<file path="config.mk">
export PLATFORM = sky130hd
export DESIGN_NAME = grbf_queue
export DESIGN_NICKNAME = d
export VERILOG_FILES = /design/src/design/grbf_pkg.sv /design/src/design/grbf_queue.sv
export SDC_FILE = /design/constraint.sdc
export NUM_CORES = 1
export LEC_CHECK = 0
export BUFFER_PORTS_ARGS = -buffer_cell sky130_fd_sc_hd__buf_2
export CAP_MARGIN = 20
export CORE_ASPECT_RATIO = 0.5
export CORE_MARGIN = 10
export CORE_UTILIZATION = 50
export CTS_CLUSTER_DIAMETER = 120
export DETAILED_ROUTE_END_ITERATION = 7
export GPL_TIMING_DRIVEN = 0
export PLACE_DENSITY = 0.81
export SYNTH_ARGS = -nofsm -noshare
export SYNTH_HDL_FRONTEND = slang
export SYNTH_SLANG_ARGS = --single-unit
</file>
<file path="constraint.sdc">
create_clock -name clk -period 7.24 [get_ports clk]
set_input_delay 0.724 -clock clk [delete_from_list [all_inputs] [get_ports clk]]
set_output_delay 0.724 -clock clk [all_outputs]
set_load 0.03 [all_outputs]
</file>
<file path="src/design/grbf_pkg.sv">
`default_nettype none
package grbf_pkg;

    localparam int NUM_BASIS_DEF = 64;
    localparam int DIMS_DEF      = 8;

    localparam int FUNC_W   = 2;
    localparam int BIDX_W   = 6;
    localparam int DIDX_W   = 3;
    localparam int COORD_W  = 24;
    localparam int WEIGHT_W = 32;
    localparam int INV_W    = 24;
    localparam int DIST_W   = 48;
    localparam int RATIO_W  = 32;
    localparam int APB_AW   = 2;
    localparam int APB_DW   = 32;

    localparam logic [INV_W-1:0]  INV_RESET    = 24'd65536;
    localparam logic [APB_AW-1:0] REG_INV_ADDR = 2'd0;

    localparam int          SERIES_TERMS = 14;
    localparam logic [30:0] EXP_NEG1_Q32 = 31'd1580030169;

    typedef enum logic [1:0] {
        FUNC_CENTER = 2'd0,
        FUNC_WEIGHT = 2'd1,
        FUNC_SAMPLE = 2'd2,
        FUNC_NONE   = 2'd3
    } func_t;

    typedef enum logic [1:0] {
        OP_CENTER = 2'd0,
        OP_WEIGHT = 2'd1,
        OP_SAMPLE = 2'd2
    } op_t;

    typedef struct packed {
        op_t                        op;
        logic [BIDX_W-1:0]          bidx;
        logic [DIDX_W-1:0]          didx;
        logic signed [COORD_W-1:0]  coord;
        logic [WEIGHT_W-1:0]        weight;
        logic                       acc_en;
        logic                       last;
    } cmd_t;

    typedef enum logic [3:0] {
        ST_CLEAR,
        ST_IDLE,
        ST_ACC,
        ST_EV_RD,
        ST_EV_MUL,
        ST_EV_T,
        ST_SER_MUL,
        ST_SER_REC,
        ST_SER_FIX,
        ST_EXP,
        ST_WMUL,
        ST_WACC,
        ST_EMIT
    } back_state_t;

    // floor(2^36 / k); the quotient estimate is at most one low
    function automatic logic [36:0] recip_q36(input logic [3:0] k);
        logic [36:0] r;
        unique case (k)
            4'd1:    r = 37'd68719476736;
            4'd2:    r = 37'd34359738368;
            4'd3:    r = 37'd22906492245;
            4'd4:    r = 37'd17179869184;
            4'd5:    r = 37'd13743895347;
            4'd6:    r = 37'd11453246122;
            4'd7:    r = 37'd9817068105;
            4'd8:    r = 37'd8589934592;
            4'd9:    r = 37'd7635497415;
            4'd10:   r = 37'd6871947673;
            4'd11:   r = 37'd6247225157;
            4'd12:   r = 37'd5726623061;
            4'd13:   r = 37'd5286113595;
            4'd14:   r = 37'd4908534052;
            default: r = '0;
        endcase
        return r;
    endfunction

endpackage
`default_nettype wire

</file>
<file path="src/design/grbf_queue.sv">
`default_nettype none
module grbf_queue import grbf_pkg::*; (
    input  logic clk,
    input  logic rst_n,
    input  logic push_valid,
    input  cmd_t push_cmd,
    output logic push_ready,
    output logic pop_valid,
    output cmd_t pop_cmd,
    input  logic pop
);

    cmd_t       slot_reg [2];
    logic [1:0] cnt_reg;
    logic       wp_reg;
    logic       rp_reg;
    logic       do_push;
    logic       do_pop;

    assign push_ready = cnt_reg != 2'd2;
    assign pop_valid  = cnt_reg != 2'd0;
    assign pop_cmd    = slot_reg[rp_reg];
    assign do_push    = push_valid && push_ready;
    assign do_pop     = pop && pop_valid;

    always_ff @(posedge clk or negedge rst_n)
    begin
        if (!rst_n)
        begin
            cnt_reg <= '0;
            wp_reg  <= 1'b0;
            rp_reg  <= 1'b0;
        end
        else
        begin
            if (do_push)
                wp_reg <= !wp_reg;
            if (do_pop)
                rp_reg <= !rp_reg;
            if (do_push && !do_pop)
                cnt_reg <= cnt_reg + 2'd1;
            else if (do_pop && !do_push)
                cnt_reg <= cnt_reg - 2'd1;
        end
    end

    always_ff @(posedge clk)
    begin
        if (do_push)
            slot_reg[wp_reg] <= push_cmd;
    end

endmodule
`default_nettype wire

</file>
==> results of run 1 <==
==> power groups by stage <==
stage | registers, mW | logic, mW | clock network [mW]
2_1_floorplan | 1.19 | 0.994 | 0
3_3_place_gp | 1.21 | 1.27 | 0
3_5_place_dp | 1.19 | 1.32 | 0
4_1_cts | 1.18 | 1.32 | 0.831
5_1_grt | 1.20 | 1.36 | 0.872
6_report | 1.18 | 1.29 | 0.817
==> final cells by class <==
cell class / instances / area, sq um
Buffer: 8 / 151.4
Clock buffer: 19 / 432.9
Clock inverter: 13 / 123.9
Fill cell: 790 / 3826
Inverter: 1 / 3.754
Multi-Input combinational cell: 82 / 1139
Sequential cell: 142 / 4244
Tap cell: 145 / 181.4
Timing Repair Buffer: 146 / 775.7
==> placed cells by master, fill, tap and decap left out <==
cell type / instances
and3_4: 1
buf_12: 10
buf_2: 143
buf_6: 1
bufinv_16: 2
clkbuf_1: 2
clkbuf_16: 17
clkinv_1: 2
clkinv_2: 5
clkinv_4: 1
clkinvlp_4: 3
dfrtp_1: 4
edfxtp_1: 138
ha_1: 1
inv_1: 1
mux2_4: 69
nand2_1: 2
nand2b_1: 1
nor2_1: 1
nor2_4: 1
or2_1: 1
xnor2_1: 3
xor2_1: 2
==> cells in the mapped netlist, drive strengths merged <==
library cell    n  area share [%]
xnor2           3            0.48
xor2            2            0.32
dfrtp           4             1.8
nor2            2            0.14
ha              1            0.23
buf             8             2.7
or2             1            0.11
mux2           69              19
inv             1           0.068
edfxtp        138              75
nand2b          1            0.11
and3            1            0.11
nand2           2            0.14
==> worst paths after layout <==
check	start	end	slack [ns]
setup / recovery	rp_reg$_DFFE_PN0P_	pop_cmd[16]	4.89
hold / removal	rst_n	cnt_reg[0]$_DFFE_PN0P_	0.11
setup reg to reg	cnt_reg[0]$_DFFE_PN0P_	slot_reg[1][43]$_DFFE_PP_	5.51
hold reg to reg	cnt_reg[1]$_DFFE_PN0P_	cnt_reg[1]$_DFFE_PN0P_	0.50
max in group asynchronous	rst_n	rp_reg$_DFFE_PN0P_	7.01
min in group clk	cnt_reg[1]$_DFFE_PN0P_	cnt_reg[1]$_DFFE_PN0P_	0.50
==> cell families after synthesis <==
family | count (synthesis) | synth area share [%]
xor+xnor | 5 | 0.7927
simple gates | 7 | 0.6117
fa+ha+maj | 1 | 0.2264
buf+inv | 9 | 2.808
mux | 69 | 18.75
flops | 142 | 76.81
==> stage by stage <==
step / cell area [sq um] / hold slack (ns) / utilization (%) / setup WS [ns]
4_1_cts: 7052 / 0.1019 / 64.83 / 4.870
6_report: 7052 / 0.1115 / 64.83 / 4.893
3_5_place_dp: 6495 / 0.4859 / 59.71 / 5.244
5_1_grt: 7052 / 0.1023 / 64.83 / 4.836
2_1_floorplan: 5525 / 0.4284 / - / 2.970
3_3_place_gp: 6422 / 0.4801 / 59.04 / 1.362
==> metal layers <==
layer | vias to the layer above | wire length (um)
met1 | 1339 | 3922
met3 | 20 | 437
li1 | 1252 | -
met4 | 0 | 204
met5 | - | 0
met2 | 60 | 6191
==> key figures, run 1 <==
Status
  • Status: finished, final reports clean

Drt
  • TritonRoute pass-1 iters: 4
  • Wire per inst: a little under 20 um
  • Avg Vias per Cell: approximately 4.8
  • Antenna viol nets, final: 0
  • 1st-iter DRT viols: 104
  • # DRC: 0
  • Post-Route WL: 10.76 mm
  • Total number of vias: approximately 2.7k

Worst setup path
  • CP Cell Sequence: buf_6 > buf_12 > mux2_4 > buf_2
  • Critical Path AT: 1.62 ns
  • Worst Path Buf+Inv: 3
  • CP Depth: 4
  • Kind of critical path: reg2out
  • CP startpoint kind: flop
  • Worst EP required: about 6.5 ns
  • R2R depth: 3
  • Worst Path Max Fanout: 10
  • Top delay family on crit path: buffers and inverters
  • Crit. End Element: output pin
  • Crit path largest cell delay: 0.34 ns
  • Worst path slowest cell: dfrtp_1

Cells and area
  • Number of flip-flops in the largest register: roughly 140
  • Layout Nets: 472
  • Syn-to-layout area delta: 27.63%
  • Finished Layout Cells: roughly 560
  • Antenna diode count: 0
  • Layout cell share with drive strength beyond 1: between 60% and 70%

Yosys
  • Part of the Yosys area used for sequential elements: approximately 77%
  • Post-synth cell types: 14
  • Mapped Cells: ~230
  • Synthesis Warnings: 0
  • Net Count, Synth: 307
  • FF+latch count, synth: between 100 and 150
  • Avg Cell Area, Syn: 23.71 sq um
  • Netlist Area Pre-Place: about 0.0055 sq mm

Power and ir drop
  • Clock Power Share: between 20 and 25%
  • Sequential share of power: around 36%
  • Internal Pwr Total: around 2.2 mW
  • Sw Pwr: between 1 and 1.5 mW
  • Tot Pwr: 3.286 mW
  • LEAKAGE: approximately 2.9 nW
  • Maximum vdd drop: roughly 250 uV
  • Sw frac: 34.04%
  • P per Cell Area: 465.9 mW/mm^2
  • Comb pwr share: between 30% and 40%

Timing
  • RSZ-0062 raised after global routing: false
  • Clk_skew: 0.004467 ns
  • Final period util: around 32%
  • Final hold vios: 0
  • # setup viols final: 0
  • Max-slew violations: 0
  • Tmin final: around 2.3 ns
  • Setup TNS: 0 ns
  • Worst-Margin Slew: approximately 0.52 ns
  • Slew margin rel.: ~65%
  • Fmax: between 400 and 500 MHz

CTS
  • Postcts setup bufs: 0
  • CTS buffer count: 17
  • # H-tree levels: 4
  • CTS tree: yes
  • CTS Root Cell: clkbuf_16
  • Clk_lat worst skew: ~0.40 ns
  • Cts repair resizes: 0
  • Clk slew on worst S/H paths: about 0.060 ns
  • Clk buf depth: 2
  • CTS sink count: ~140
  • CTS Hold Bufs: 0

GRT
  • Largest net degree at the start of global routing: 37
  • GR Util met3: about 3.8%
  • First-pass GRT wire length: about 16 mm
  • Met1 Resource Use GR: about 14%
  • Met2 global-route usage: 25.36%
  • Gr ovfl total: 0
  • Overall Global Routing Usage: 13.54%
  • Layer carrying the most global-route usage: met2
  • Number of global-route vias before repair: around 2.9k
  • Initial antenna violation count: 0

Worst hold path
  • HP Class: in2async

Place
  • GP Congestion: around 0.72
  • Port bufs: between 100 and 150
  • HPWL after detailed placement: 7.654 mm
  • Cell count after placement: between 500 and 600

Floorplan
  • Die W: 168.7 um
  • Die height: 94.33 um
  • Initial Utilization: between 50% and 60%
  • Core box area: about 0.011 sq mm
  • Row cnt: 27
  • I/O pin cnt: roughly 140
  • Die area: roughly 0.016 sq mm

Job
  • # Max-Cap Violations: 0
No activity file was read; power rests on OpenSTA's default activity.
==> run 2, diff against run 1 <==
Clock period 7.24 ns to 2.45 ns, I/O delays scaled along.
==> key figures, run 2 (synthesis results as in run 1) <==
Status
  • Status: finished, final reports clean

Worst setup path
  • Critical path origin: rp_reg$_DFFE_PN0P_
  • Worst reg2reg setup slack: ~0.7 ns
  • Worst EP required: ~2.2 ns
  • Kind of critical path: reg2out
  • Worst Path Buf+Inv: 3
  • CP startpoint kind: flop
  • Worst path slowest cell: dfrtp_1
  • RR Startpoint: cnt_reg[0]$_DFFE_PN0P_
  • Worst Path Max Fanout: 10
  • Crit. End Element: output pin
  • Top delay family on crit path: buffers and inverters
  • CP Cell Sequence: buf_6 > buf_12 > mux2_4 > buf_2
  • Crit path largest cell delay: 0.34 ns
  • Critical Path AT: ~1.6 ns

Floorplan
  • Row cnt: 27
  • I/O pin cnt: 144
  • Die height: roughly 94 um
  • Die area: 0.01591 sq mm
  • Die W: 168.7 um
  • Initial Utilization: 50.79%
  • Core box area: around 0.011 sq mm

Cells and area
  • Number of flip-flops in the largest register: around 140
  • Syn-to-layout area delta: 29.57%
  • Finished Layout Cells: 558
  • Antenna diode count: 0
  • Layout Nets: about 470
  • Most common cell after layout, fill and taps aside: buf_2
  • Commonest cells after routing, fill and taps aside: buf_2 (143), edfxtp_1 (138), mux2_4 (69), clkbuf_16 (17), buf_12 (10)
  • Layout cell share with drive strength beyond 1: just over 60%

Timing
  • Clk_skew: roughly 0.0042 ns
  • Final period util: 76.16%
  • WHS: approximately 0.022 ns
  • Max-slew violations: 0
  • # setup viols final: 0
  • Worst-Margin Slew: approximately 0.52 ns
  • Slew margin rel.: 65.64%
  • Tmin final: 1.866 ns
  • Final hold vios: 0
  • Fmax: approximately 540 MHz
  • RSZ-0062 raised after global routing: false

CTS
  • # H-tree levels: 4
  • CTS sink count: approximately 140
  • CTS buffer count: 17
  • CTS Root Cell: clkbuf_16
  • CTS tree: yes
  • Clk_lat worst skew: about 0.41 ns
  • Clk slew on worst S/H paths: approximately 0.06 ns
  • Clk buf depth: 2
  • Cts repair resizes: 0

Place
  • Port bufs: 143
  • HPWL after detailed placement: about 7.5 mm
  • GP Congestion: about 0.71
  • Cell count after placement: ~520

GRT
  • Layer carrying the most global-route usage: met2
  • Largest net degree at the start of global routing: 37
  • Overall Global Routing Usage: between 10% and 20%
  • Number of global-route vias before repair: 3011
  • Met2 global-route usage: about a quarter
  • GR Util met3: between 4 and 5%
  • Initial antenna violation count: 0
  • First-pass GRT wire length: approximately 16 mm
  • Gr ovfl total: 0
  • Met1 Resource Use GR: 13.41%

Power and ir drop
  • Maximum vdd drop: about 800 uV
  • P per Cell Area: 1404 mW/mm^2
  • LEAKAGE: ~2.9 nW

Job
  • # Max-Cap Violations: 0

Worst hold path
  • HP Class: in2reg
  • Hold Startpoint: push_cmd[34]

Drt
  • Avg Vias per Cell: between 4 and 5
  • Total number of vias: 2703
  • # DRC: 0
  • TritonRoute pass-1 iters: 4
  • 1st-iter DRT viols: 97
  • Wire per inst: ~19 um
  • Post-Route WL: 10.57 mm
  • Antenna viol nets, final: 0
==> run 2: area by class of cell <==
cell class,instances,area (sq um)
plain buffers,8,151.4
clock buffers,17,425.4
clock inverters,15,219.0
fillers,770,3719
inverters,1,3.754
multi-input cells,82,1139
flip-flops and latches,142,4244
well taps,145,181.4
repair buffers,148,795.8
==> run 2: timing repair <==
action,in CTS,in global routing
endpoints found under the setup margin,0,0
hold buffers,1,1
setup buffers,0,0
endpoints found under the hold margin,4,2
==> run 2: worst paths after layout <==
check / endpoint / cells past startpoint
max in group asynchronous: rp_reg$_DFFE_PN0P_ / 2
min reg2reg: cnt_reg[1]$_DFFE_PN0P_ / 1
min: slot_reg[0][34]$_DFFE_PP_ / 1
min in group asynchronous: cnt_reg[1]$_DFFE_PN0P_ / 2
max reg2reg: slot_reg[1][24]$_DFFE_PP_ / 3
max: pop_cmd[40] / 4
==> run 2: where the power goes <==
group,internal (mW),switching (mW)
sequential,3.32,0.155
clock,1.80,0.961
combinational,1.60,2.21
total,6.73,3.33
==> run 2: layer usage <==
| layer | routed length (um) | share of wire [%] |
|---|---|---|
| met1 | 3907 | 37 |
| met2 | 5935 | 56 |
| met3 | 492 | 4.7 |
| met4 | 229 | 2.2 |
| met5 | 0 | 0 |
==> run 2: worst register-to-register path: stages (launching register included) <==
cell	delay [ns]
dfrtp_1	0.42
nand2b_1	0.18
and3_4	0.54
buf_12	0.30
==> run 2: stage by stage <==
stage,TNS [ns],util (%),cell area (sq um),total power [mW],worst slack [ns]
5_1_grt,0,65.82,7159,10.49,0.5369
4_1_cts,0,65.72,7149,10.19,0.5588
3_5_place_dp,0,59.71,6495,7.413,0.6937
2_1_floorplan,0,-,5534,6.437,0.08473
6_report,0,65.82,7159,10.05,0.5841
3_3_place_gp,-16.10,59.12,6431,7.287,-0.2393
